===== config.mk =====
export PLATFORM = sky130hd
export DESIGN_NAME = rgblab_out
export DESIGN_NICKNAME = d
export VERILOG_FILES = /design/src/rtl/core/rgblab_pkg.sv /design/src/rtl/core/rgblab_out.sv
export SDC_FILE = /design/constraint.sdc
export NUM_CORES = 1
export LEC_CHECK = 0
export ABC_CLOCK_PERIOD_IN_PS = 8480
export BUFFER_PORTS_ARGS = -buffer_cell sky130_fd_sc_hd__buf_2
export CAP_MARGIN = 40
export CORE_MARGIN = 4
export CORE_UTILIZATION = 60
export CTS_CLUSTER_SIZE = 28
export DETAILED_ROUTE_END_ITERATION = 7
export PLACE_DENSITY = 0.8
export SYNTH_ARGS = -nofsm -noshare
export SYNTH_HDL_FRONTEND = slang
export SYNTH_SLANG_ARGS = --single-unit

===== constraint.sdc =====
create_clock -name i_clk -period 8.48 [get_ports i_clk]
set_input_delay 1.696 -clock i_clk [delete_from_list [all_inputs] [get_ports i_clk]]
set_output_delay 1.696 -clock i_clk [all_outputs]
set_load 0.03 [all_outputs]

===== src/rtl/core/rgblab_pkg.sv =====
// Package for the RGB to CIE L*a*b* pixel unit: widths, matrix coefficients
// and the reciprocal constants used for division by fixed divisors.
// No dependencies.
package rgblab_pkg;

    localparam int CH_W   = 8;    // channel byte
    localparam int T_W    = 17;   // X, Y, Z in unsigned Q1.16
    localparam int F_W    = 17;   // f(t) in unsigned Q1.16
    localparam int S_W    = 34;   // matrix row sum, Q0.24 times a byte
    localparam int Q1_W   = 26;   // row sum after the divide by 256
    localparam int P_W    = 53;   // reciprocal product for the divide by 255
    localparam int L_W    = 15;
    localparam int AB_W   = 16;
    localparam int V_W    = 30;   // signed Q.16 intermediate outputs

    localparam int OUT_FRAC_BITS_DEF = 8;

    typedef logic [23:0]              t_coef;
    typedef logic [T_W-1:0]           t_xyz;
    typedef logic [F_W-1:0]           t_fval;
    typedef logic signed [V_W-1:0]    t_v;

    // Coefficients held as round(k * 2^24), k given to seven decimals.
    localparam longint unsigned QS = 64'd16777216;
    localparam longint unsigned QH = 64'd5000000;
    localparam longint unsigned QD = 64'd10000000;

    localparam t_coef MAT [9] = '{
        t_coef'((64'd4306190 * QS + QH) / QD),
        t_coef'((64'd3415419 * QS + QH) / QD),
        t_coef'((64'd1783091 * QS + QH) / QD),
        t_coef'((64'd2220379 * QS + QH) / QD),
        t_coef'((64'd7066384 * QS + QH) / QD),
        t_coef'((64'd713236  * QS + QH) / QD),
        t_coef'((64'd201853  * QS + QH) / QD),
        t_coef'((64'd1295504 * QS + QH) / QD),
        t_coef'((64'd9390944 * QS + QH) / QD)
    };

    // floor(x / 255) = (x * DIV255_M) >> DIV255_SH for x below 2^26
    localparam logic [26:0] DIV255_M  = 27'd67372037;
    localparam int          DIV255_SH = 34;
    localparam logic [S_W-1:0] ROW_RND = S_W'(32640);

    // Linear branch: (24389*t + 432*65536 + 1566) / 3132, divide by 4 then
    // by 783 through a reciprocal that is exact below 2^24.
    localparam int           LIN_T_MAX = 580;   // cube root above this
    localparam logic [14:0]  LIN_MUL   = 15'd24389;
    localparam logic [30:0]  LIN_ADD   = 31'd28313118;
    localparam logic [24:0]  DIV783_M  = 25'd21941085;
    localparam int           DIV783_SH = 34;

    localparam int CBRT_BITS = 18;   // root digits, one stage each
    localparam int Y3_W      = 57;

    // Pipeline depth: matrix (2), cube root (CBRT_BITS + 1), output (2)
    localparam int LAT = 2 + CBRT_BITS + 1 + 2;

endpackage


===== src/rtl/core/rgblab_out.sv =====
// Output stage: L*, a*, b* in Q.16, then round half up to OUT_FRAC_BITS and
// saturate. Two register stages. Depends on rgblab_pkg.
module rgblab_out import rgblab_pkg::*; #(
    parameter int OUT_FRAC_BITS = OUT_FRAC_BITS_DEF
) (
    input  logic                   i_clk,
    input  logic                   i_en,
    input  t_fval                  i_fx,
    input  t_fval                  i_fy,
    input  t_fval                  i_fz,
    output logic [L_W-1:0]         o_l,
    output logic signed [AB_W-1:0] o_a,
    output logic signed [AB_W-1:0] o_b
);

    localparam int SH   = 16 - OUT_FRAC_BITS;
    localparam t_v RND  = t_v'(1) <<< (SH - 1);
    localparam t_v LMAX = t_v'(100) <<< OUT_FRAC_BITS;
    localparam t_v AMIN = -t_v'(32768);
    localparam t_v AMAX = t_v'(32767);

    t_v r_vl, r_va, r_vb;
    t_v n_vl, n_va, n_vb;
    t_v wl, wa, wb;
    logic [L_W-1:0]         r_l, n_l;
    logic signed [AB_W-1:0] r_a, r_b, n_a, n_b;

    always_comb begin
        n_vl = t_v'(i_fy) * t_v'(116) - t_v'(1048576);
        n_va = (t_v'(i_fx) - t_v'(i_fy)) * t_v'(500);
        n_vb = (t_v'(i_fy) - t_v'(i_fz)) * t_v'(200);

        wl = (r_vl + RND) >>> SH;
        wa = (r_va + RND) >>> SH;
        wb = (r_vb + RND) >>> SH;

        if (wl < 0)         n_l = '0;
        else if (wl > LMAX) n_l = L_W'(LMAX);
        else                n_l = L_W'(wl);

        if (wa < AMIN)      n_a = AB_W'(AMIN);
        else if (wa > AMAX) n_a = AB_W'(AMAX);
        else                n_a = AB_W'(wa);

        if (wb < AMIN)      n_b = AB_W'(AMIN);
        else if (wb > AMAX) n_b = AB_W'(AMAX);
        else                n_b = AB_W'(wb);
    end

    always_ff @(posedge i_clk) begin
        if (i_en) begin
            r_vl <= n_vl;
            r_va <= n_va;
            r_vb <= n_vb;
            r_l  <= n_l;
            r_a  <= n_a;
            r_b  <= n_b;
        end
    end

    assign o_l = r_l;
    assign o_a = r_a;
    assign o_b = r_b;

endmodule


==> impl_metrics.json <==
{
  "syn_area_per_cell_um2": 9.54,
  "port_buffers": 99,
  "routed_wl_um": 26100,
  "synth_enable_flop_cells": 106,
  "synth_seq_cells": 106,
  "post-dp-hpwl_um": 21800,
  "synth.cell_area_um2": 13200,
  "drc": 0,
  "cts_resized": 0,
  "hold_path.class": "flip-flop to flip-flop",
  "worstMarginPinSlew_ps": 832,
  "end_kind": "flip-flop",
  "grt_pass1_vias": 9674,
  "cts_buffers": 9,
  "fin_tns_setup_ps": 0,
  "yosysSeqAreaShare": 0.242,
  "yosysWarnings": 0,
  "via_count": 9768,
  "worst-path-max-fanout": 6,
  "antenna_found_initial": 0,
  "path_common_cell": "fa_1",
  "grt.overflow.total": 0,
  "drt_iter0_markers": 580,
  "final_cell_mix": "inv_1 (299), ha_1 (193), edfxtp_1 (106), fa_1 (105), buf_2 (98)",
  "htree_levels": 3,
  "nNetsFinal": 1842,
  "grt_max_degree": 75,
  "ioPinCount": 100,
  "stdcell_count": 1771,
  "required_ps": 8580,
  "yosysUniqueCellTypes": 81,
  "slowest_stage": "fa_1",
  "startpoint_type": "primary input",
  "cts_root_buf": "clkbuf_16",
  "hold_buffers": 0,
  "die_y_um": 156,
  "yosys-top-cells-area": "edfxtp_1 (24%), ha_1 (18%), fa_1 (16%)",
  "cts.sinks": 106,
  "layout_commonest_cell": "inv_1",
  "setup_viol": 0,
  "postRouteAntennaNets": 0,
  "path_class": "primary input to flip-flop",
  "finClkSkew_ps": 6.22,
  "globalplace.congestion": 0.875,
  "max_stage_delay_ps": 540,
  "post_cts_buffers": 0,
  "rows": 53,
  "diodes": 0,
  "timing.hold.ws_ps": 651,
  "max_clock_freq_mhz": 125,
  "relSlewSlack": 0.442,
  "final_hold_viol_count": 0,
  "coreArea_um2": 21300,
  "synth-main-ff-cell": "edfxtp_1",
  "grt_first_pass_wirelength_um": 44600,
  "placedCellCount": 1755,
  "clk_path_buf_depth": 2,
  "slew_viol_final": 0,
  "insertion_delay_ps": 360,
  "synth.largest_area_cell": "edfxtp_1",
  "setup_slack_ps": 478,
  "cts_tree": "built",
  "outcome": "finished, final reports clean",
  "synth-async-reset-ratio": 0,
  "post-place-ws_ps": 166,
  "syn2layout_area_growth_pct": 9.02,
  "synth_cells": 1381,
  "track_usage": 0.222,
  "fin_crit_ps": 8000,
  "avgRoutedWirePerCell_um": 14.7,
  "die_w_um": 156,
  "synth_top_area_share": 0.242,
  "clk_pin_slew_ps": 80,
  "start_util": 0.619,
  "first_pass_iters": 6,
  "crit_arrival_ps": 8100,
  "rsz0062_at_grt": "false",
  "finalCritPeriodShare": 0.944,
  "die_area_um2": 24400,
  "cap_violations": 0,
  "via_per_inst": 5.52,
  "drive_gt1_frac": 0.107
}
[layer usage]
metal	wire, µm	vias up	track usage
li1	-	4827	-
met1	12100	4661	0.317
met2	12100	243	0.357
met3	1390	37	0.0347
met4	510	0	0.0583
met5	0	-	0
[cells by family (layout without fill, tap and decap cells)]
family / Yosys count / in the layout / synth area share
adders and majority gates: 300 / 300 / 0.344
AOI/OAI and AO/OA: 228 / 228 / 0.114
DFF: 106 / 106 / 0.242
and+or+nand+nor: 293 / 293 / 0.110
xor gates and xnor gates: 138 / 138 / 0.0957
buffers and inverters: 310 / 424 / 0.0896
muxes: 5 / 5 / 0.00399
other: 1 / 2 / 0.000285
[sequential cells by signal, summed over array words and instances (netlist names)]
signal	count
o_l	15
o_b	16
r_vb	20
r_va	21
o_a	16
r_vl	18
[stage by stage]
stage / utilization / instance area, µm²
2_1_floorplan: - / 13200
3_3_place_gp: 0.658 / 14000
3_5_place_dp: 0.660 / 14100
4_1_cts: 0.675 / 14400
5_1_grt: 0.675 / 14400
6_report: 0.675 / 14400
[cell usage after synthesis (3+ instances only)]
library cell / n
nand2_1: 55
nor2_1: 78
mux2i_1: 3
xnor2_2: 6
nand3_1: 40
o21a_1: 13
o21bai_1: 10
nor2b_1: 13
and3_1: 19
a21o_1: 15
o31a_1: 3
o22ai_1: 3
edfxtp_1: 106
o21ai_1: 10
clkbuf_1: 5
inv_1: 299
xor2_1: 41
o211ai_1: 3
nand2b_1: 12
a21oi_1: 85
and2_1: 9
nand4_1: 8
a211o_1: 3
nor4_1: 3
or3_1: 11
a31oi_1: 11
buf_2: 3
ha_1: 193
nor3_1: 25
or2_2: 5
o21ai_0: 34
xnor2_1: 90
a211oi_1: 4
fa_1: 105
[critical path, delay by kind of cell]
kind	cells	cell delay [ps]
XOR/XNOR	3	620
AO/OA/AOI/OAI	10	1870
AND/OR/NAND/NOR	3	700
adder cells (fa/ha/maj)	7	2880
buffers and inverters	4	320
[path summary, 6_finish.rpt]
path / slack (ps) / endpoint / cells after the start / from
setup / recovery: 480 / r_va[28] / 27 / i_fy[0]
hold / removal: 650 / o_b[15] / 1 / r_vb[28]
setup reg to reg: 5410 / o_l[0] / 10 / r_vl[7]
hold reg to reg: 650 / o_b[15] / 1 / r_vb[28]
[cell type report]
type                       count  area, µm²
multi-input combinational    966       8820
fill                        1649       6920
sequential                   106       3180
inverter                     299       1120
timing repair buffer         109        593
tap                          275        344
clock buffer                   9        225
clock inverter                 7       80.1
Power is not shown: default switching activity piles up to over one toggle a cycle in this logic, so the estimate is an artifact.
