[src/rtl/core/rgblab_pkg.sv]
// Package for the RGB to CIE L*a*b* pixel unit: widths, matrix coefficients
// and the reciprocal constants used for division by fixed divisors.
// No dependencies.
package rgblab_pkg;

    localparam int CH_W   = 8;    // channel byte
    localparam int T_W    = 17;   // X, Y, Z in unsigned Q1.16
    localparam int F_W    = 17;   // f(t) in unsigned Q1.16
    localparam int S_W    = 34;   // matrix row sum, Q0.24 times a byte
    localparam int Q1_W   = 26;   // row sum after the divide by 256
    localparam int P_W    = 53;   // reciprocal product for the divide by 255
    localparam int L_W    = 15;
    localparam int AB_W   = 16;
    localparam int V_W    = 30;   // signed Q.16 intermediate outputs

    localparam int OUT_FRAC_BITS_DEF = 8;

    typedef logic [23:0]              t_coef;
    typedef logic [T_W-1:0]           t_xyz;
    typedef logic [F_W-1:0]           t_fval;
    typedef logic signed [V_W-1:0]    t_v;

    // Coefficients held as round(k * 2^24), k given to seven decimals.
    localparam longint unsigned QS = 64'd16777216;
    localparam longint unsigned QH = 64'd5000000;
    localparam longint unsigned QD = 64'd10000000;

    localparam t_coef MAT [9] = '{
        t_coef'((64'd4306190 * QS + QH) / QD),
        t_coef'((64'd3415419 * QS + QH) / QD),
        t_coef'((64'd1783091 * QS + QH) / QD),
        t_coef'((64'd2220379 * QS + QH) / QD),
        t_coef'((64'd7066384 * QS + QH) / QD),
        t_coef'((64'd713236  * QS + QH) / QD),
        t_coef'((64'd201853  * QS + QH) / QD),
        t_coef'((64'd1295504 * QS + QH) / QD),
        t_coef'((64'd9390944 * QS + QH) / QD)
    };

    // floor(x / 255) = (x * DIV255_M) >> DIV255_SH for x below 2^26
    localparam logic [26:0] DIV255_M  = 27'd67372037;
    localparam int          DIV255_SH = 34;
    localparam logic [S_W-1:0] ROW_RND = S_W'(32640);

    // Linear branch: (24389*t + 432*65536 + 1566) / 3132, divide by 4 then
    // by 783 through a reciprocal that is exact below 2^24.
    localparam int           LIN_T_MAX = 580;   // cube root above this
    localparam logic [14:0]  LIN_MUL   = 15'd24389;
    localparam logic [30:0]  LIN_ADD   = 31'd28313118;
    localparam logic [24:0]  DIV783_M  = 25'd21941085;
    localparam int           DIV783_SH = 34;

    localparam int CBRT_BITS = 18;   // root digits, one stage each
    localparam int Y3_W      = 57;

    // Pipeline depth: matrix (2), cube root (CBRT_BITS + 1), output (2)
    localparam int LAT = 2 + CBRT_BITS + 1 + 2;

endpackage

[src/rtl/core/rgblab_mat.sv]
// Colour matrix stage: three row sums, then the rounded divide by 255*256.
// Two register stages. Depends on rgblab_pkg.
module rgblab_mat import rgblab_pkg::*; (
    input  logic            i_clk,
    input  logic            i_en,
    input  logic [CH_W-1:0] i_red,
    input  logic [CH_W-1:0] i_green,
    input  logic [CH_W-1:0] i_blue,
    output t_xyz            o_t [3]
);

    logic [S_W-1:0] r_s [3];
    logic [S_W-1:0] n_s [3];
    logic [P_W-1:0] r_p [3];
    logic [P_W-1:0] n_p [3];
    logic [S_W-1:0] rnd [3];

    always_comb begin
        for (int r = 0; r < 3; r++) begin
            n_s[r] = S_W'(MAT[3*r])     * S_W'(i_red)
                   + S_W'(MAT[3*r + 1]) * S_W'(i_green)
                   + S_W'(MAT[3*r + 2]) * S_W'(i_blue);
            rnd[r] = (r_s[r] + ROW_RND) >> 8;
            n_p[r] = P_W'(rnd[r][Q1_W-1:0]) * P_W'(DIV255_M);
            o_t[r] = r_p[r][DIV255_SH +: T_W];
        end
    end

    always_ff @(posedge i_clk) begin
        if (i_en) begin
            r_s <= n_s;
            r_p <= n_p;
        end
    end

endmodule

[config.mk]
export PLATFORM = sky130hd
export DESIGN_NAME = rgblab_mat
export DESIGN_NICKNAME = d
export VERILOG_FILES = /design/src/rtl/core/rgblab_pkg.sv /design/src/rtl/core/rgblab_mat.sv
export SDC_FILE = /design/constraint.sdc
export NUM_CORES = 2
export LEC_CHECK = 0
export ABC_AREA = 1
export CORE_ASPECT_RATIO = 0.9
export CORE_MARGIN = 3
export CORE_UTILIZATION = 55
export DETAILED_ROUTE_END_ITERATION = 8
export DONT_BUFFER_PORTS = 1
export GPL_ROUTABILITY_DRIVEN = 0
export PLACE_DENSITY = 0.81
export SKIP_LAST_GASP = 1
export SLEW_MARGIN = 0
export SYNTH_ARGS = -nofsm -noshare
export SYNTH_HDL_FRONTEND = slang
export SYNTH_SLANG_ARGS = --single-unit
[constraint.sdc]
create_clock -name i_clk -period 25 [get_ports i_clk]
set_clock_uncertainty 0.1 [all_clocks]
set_input_delay 3.75 -clock i_clk [delete_from_list [all_inputs] [get_ports i_clk]]
set_output_delay 3.75 -clock i_clk [all_outputs]
set_load 0.01 [all_outputs]
==> impl_metrics.toml <==
[global_route]
number_of_antenna_violations_at_the_first_check_in_global_routing = 5
first_global_vias = 43788
grt_max_degree = 131
grtUsageTotal = 0.311
gr-total-overflow = 0
wire_length_of_the_first_global_routing_pass_microns = 231000

[worst_hold_path]
worst_hold_path.num_cells = 3
hold_path.startpoint = "r_s[99]$_DFFE_PP_"
worst_hold_path_type = "reg -> reg"
worst_hold_path.endpoint = "o_t[49]$_DFFE_PP_"

[detailed_routing]
average_wire_per_standard_cell_microns = 19.3
detail_route.first_pass.iterations = 6
vias_per_cell = 5.78
drt_wl_total_microns = 146000
drt_drc_violations_left = 0
final_antenna_net_count = 0
routed-via-count = 43587
starting_drt_drc_count = 4499

[synthesis]
synth_compound_gate_area_share = 0.0967
synth-xor-area-share = 0.0489
synth_warnings = 0
synth.cell_area_sq_um = 50100
synth_instances = 6285
synth_flop_cell = "sky130_fd_sc_hd__edfxtp_1"
edff_count_synth = 130
syn_nets = 8023
yosys.area_share.adder = 0.515
synth.area.mux_share = 0
post_synth_and_or_nand_nor_area_fraction = 0.149
postSynth.asyncResetShare = 0
mean_syn_cell_area_sq_um = 7.97
netlist-cell-type-count = 52
seq_area_frac_synth = 0.0779
main_combinational_cell_family_by_area_after_synthesis = "adder cells"
postSynthRegisterBits = 130

[cts]
htree_levels = 4
clkTransAtPathRegs_ps = 90
root_buffer = "sky130_fd_sc_hd__clkbuf_16"
numCtsBuffers = 17
tritoncts = "built"
cts.repair.resized = 0
insertion_delay_ps = 520
post_cts_buffers = 0
cts_hold_buffers_added = 0
numClockSinks = 130
max-clock-path-buffers = 2

[timing]
rsz0062_at_grt = "no"
report.final.hold_viol_count = 0
max_slew_margin_vs_limit = 0.229
totalNegativeSetupSlack_ps = 0
finalCritPeriodShare = 0.436
number_of_failing_setup_endpoints_in_the_final_timing_report = 0
crit_path_time_final_ps = 10900
worst-slew-pin-transition_ps = 1150
finalMaxSlewViolations = 0
maxClockFrequency_ghz = 0.0917

[die]
die_area_sq_um = 94700
fp-row-count = 104
initial_core_util = 0.557
die_w_microns = 324
chipHeight_microns = 292
ios = 77
floorplan.core_area_sq_um = 89900

[job]
max_cap_viol_count = 0

[placement]
placement.io_buffers = 0
hpwl_microns = 127000
dpl.cell_count = 7506

[status]
status = "completed"

[critical_path]
critical_path.startpoint_type = "input port"
worstPathArrival_ps = 11060
r2r_start = "r_s[41]$_DFFE_PP_"
endpoint_kind = "flip-flop"
r2r_setup_slack_ps = 17940
crit_fanout = 12
reg2reg_to = "o_t[27]$_DFFE_PP_"
worst-r2r-cell-count = 28
cp.required_ps = 25160
timing_worst_setup_path_type = "in -> reg"

[finish]
seq_area_sq_um = 3900
multi_input_area_sq_um = 40500
layout-drive-gt1-share = 0.0138
antenna_cells_inserted = 0
non_filler_cells_in_the_finished_layout = 7538
area.growth.synth_to_final_pct = 4.30
fillers = 7853
nets = 8044
final_cell_mix = "sky130_fd_sc_hd__inv_1, sky130_fd_sc_hd__ha_1, sky130_fd_sc_hd__nand2_1"
commonest_non_fill_non_tap_cell_in_the_layout = "sky130_fd_sc_hd__inv_1"
layout.core_utilization = 0.581
-- worst max-delay path by stage --
stage,from,end,slack [ps]
finish,i_blue[5],r_s[27]$_DFFE_PP_,14100
global route,i_blue[5],r_s[28]$_DFFE_PP_,13710
CTS,i_blue[5],r_s[27]$_DFFE_PP_,14220
detailed placement,i_blue[5],r_s[31]$_DFFE_PP_,13670
global placement,i_blue[5],r_s[29]$_DFFE_PP_,13880
floorplan,i_blue[5],r_s[29]$_DFFE_PP_,14300
-- layer usage --
layer / vias to the layer above / GRT usage / wire [microns]
met4: 10 / 0.134 / 7130
li1: 20194 / - / -
met2: 2437 / 0.477 / 62200
met1: 20437 / 0.405 / 59300
met3: 509 / 0.0956 / 17100
met5: - / 0 / 46
-- cell usage after synthesis (all sizes together) (6+ instances only) --
| master | n | area share |
|---|---|---|
| edfxtp | 130 | 0.078 |
| o21bai | 46 | 0.0072 |
| o211ai | 12 | 0.0019 |
| o21a | 14 | 0.0021 |
| nor4 | 24 | 0.0030 |
| a21oi | 401 | 0.041 |
| a211oi | 9 | 0.0013 |
| nand4 | 64 | 0.0082 |
| xor2 | 181 | 0.032 |
| a21o | 46 | 0.0069 |
| o31ai | 7 | 0.0010 |
| a31oi | 35 | 0.0044 |
| a21boi | 16 | 0.0025 |
| xnor2 | 98 | 0.017 |
| inv | 1505 | 0.11 |
| or2 | 10 | 0.0012 |
| nand2 | 924 | 0.069 |
| ha | 1131 | 0.28 |
| fa | 581 | 0.23 |
| nand3 | 179 | 0.018 |
| and3 | 6 | 0.00075 |
| nor2 | 492 | 0.037 |
| nor3 | 88 | 0.0093 |
| o21ai | 259 | 0.026 |
-- layout make-up --
| type | instances | area share |
|---|---|---|
| Timing Repair Buffer | 4 | 0.000575 |
| Multi-Input combinational cell | 4648 | 0.776 |
| Tap cell | 1219 | 0.0292 |
| Clock inverter | 15 | 0.00352 |
| Inverter | 1505 | 0.108 |
| Sequential cell | 130 | 0.0747 |
| Clock buffer | 17 | 0.00814 |
-- state kept, by name, indices dropped and copies added, names as in the netlist --
register,cells
r_s,79
o_t,51
-- stage by stage --
stage                     setup WS [ps]  hold slack [ps]  cell area, sq um
after floorplan                   14300              596             50100
after global placement            13880              714             51600
after detailed placement          13670              715             51600
after CTS                         14220              706             52200
after global routing              13710              745             52200
final                             14100              722             52200
-- logic make-up after synthesis --
| group | after synthesis |
|---|---|
| simple gates | 1797 |
| fa+ha+maj | 1712 |
| buf+inv | 1507 |
| compound gates | 860 |
| xor+xnor | 279 |
| flops | 130 |
-- critical path, cell delays in order --
cell	delay, ps
sky130_fd_sc_hd__fa_1	610
sky130_fd_sc_hd__inv_1	140
sky130_fd_sc_hd__fa_1	580
sky130_fd_sc_hd__fa_1	450
sky130_fd_sc_hd__fa_1	580
sky130_fd_sc_hd__inv_1	50
sky130_fd_sc_hd__ha_1	340
sky130_fd_sc_hd__a21oi_1	210
sky130_fd_sc_hd__o21ai_0	120
sky130_fd_sc_hd__nor2_1	250
sky130_fd_sc_hd__o21ai_0	150
sky130_fd_sc_hd__xnor2_1	280
sky130_fd_sc_hd__fa_1	460
sky130_fd_sc_hd__inv_1	80
sky130_fd_sc_hd__fa_1	410
sky130_fd_sc_hd__inv_1	80
sky130_fd_sc_hd__fa_1	440
sky130_fd_sc_hd__fa_1	560
sky130_fd_sc_hd__inv_1	50
sky130_fd_sc_hd__ha_1	360
sky130_fd_sc_hd__nand2_1	150
sky130_fd_sc_hd__nor2_1	130
sky130_fd_sc_hd__inv_1	60
sky130_fd_sc_hd__o21ai_0	300
sky130_fd_sc_hd__nand2_1	90
sky130_fd_sc_hd__nand3_1	130
sky130_fd_sc_hd__a21oi_1	100
sky130_fd_sc_hd__xnor2_1	150
Power is left out: the tool's default activity adds up to more than one toggle a clock period on the data nets, which glitch-free logic cannot reach.
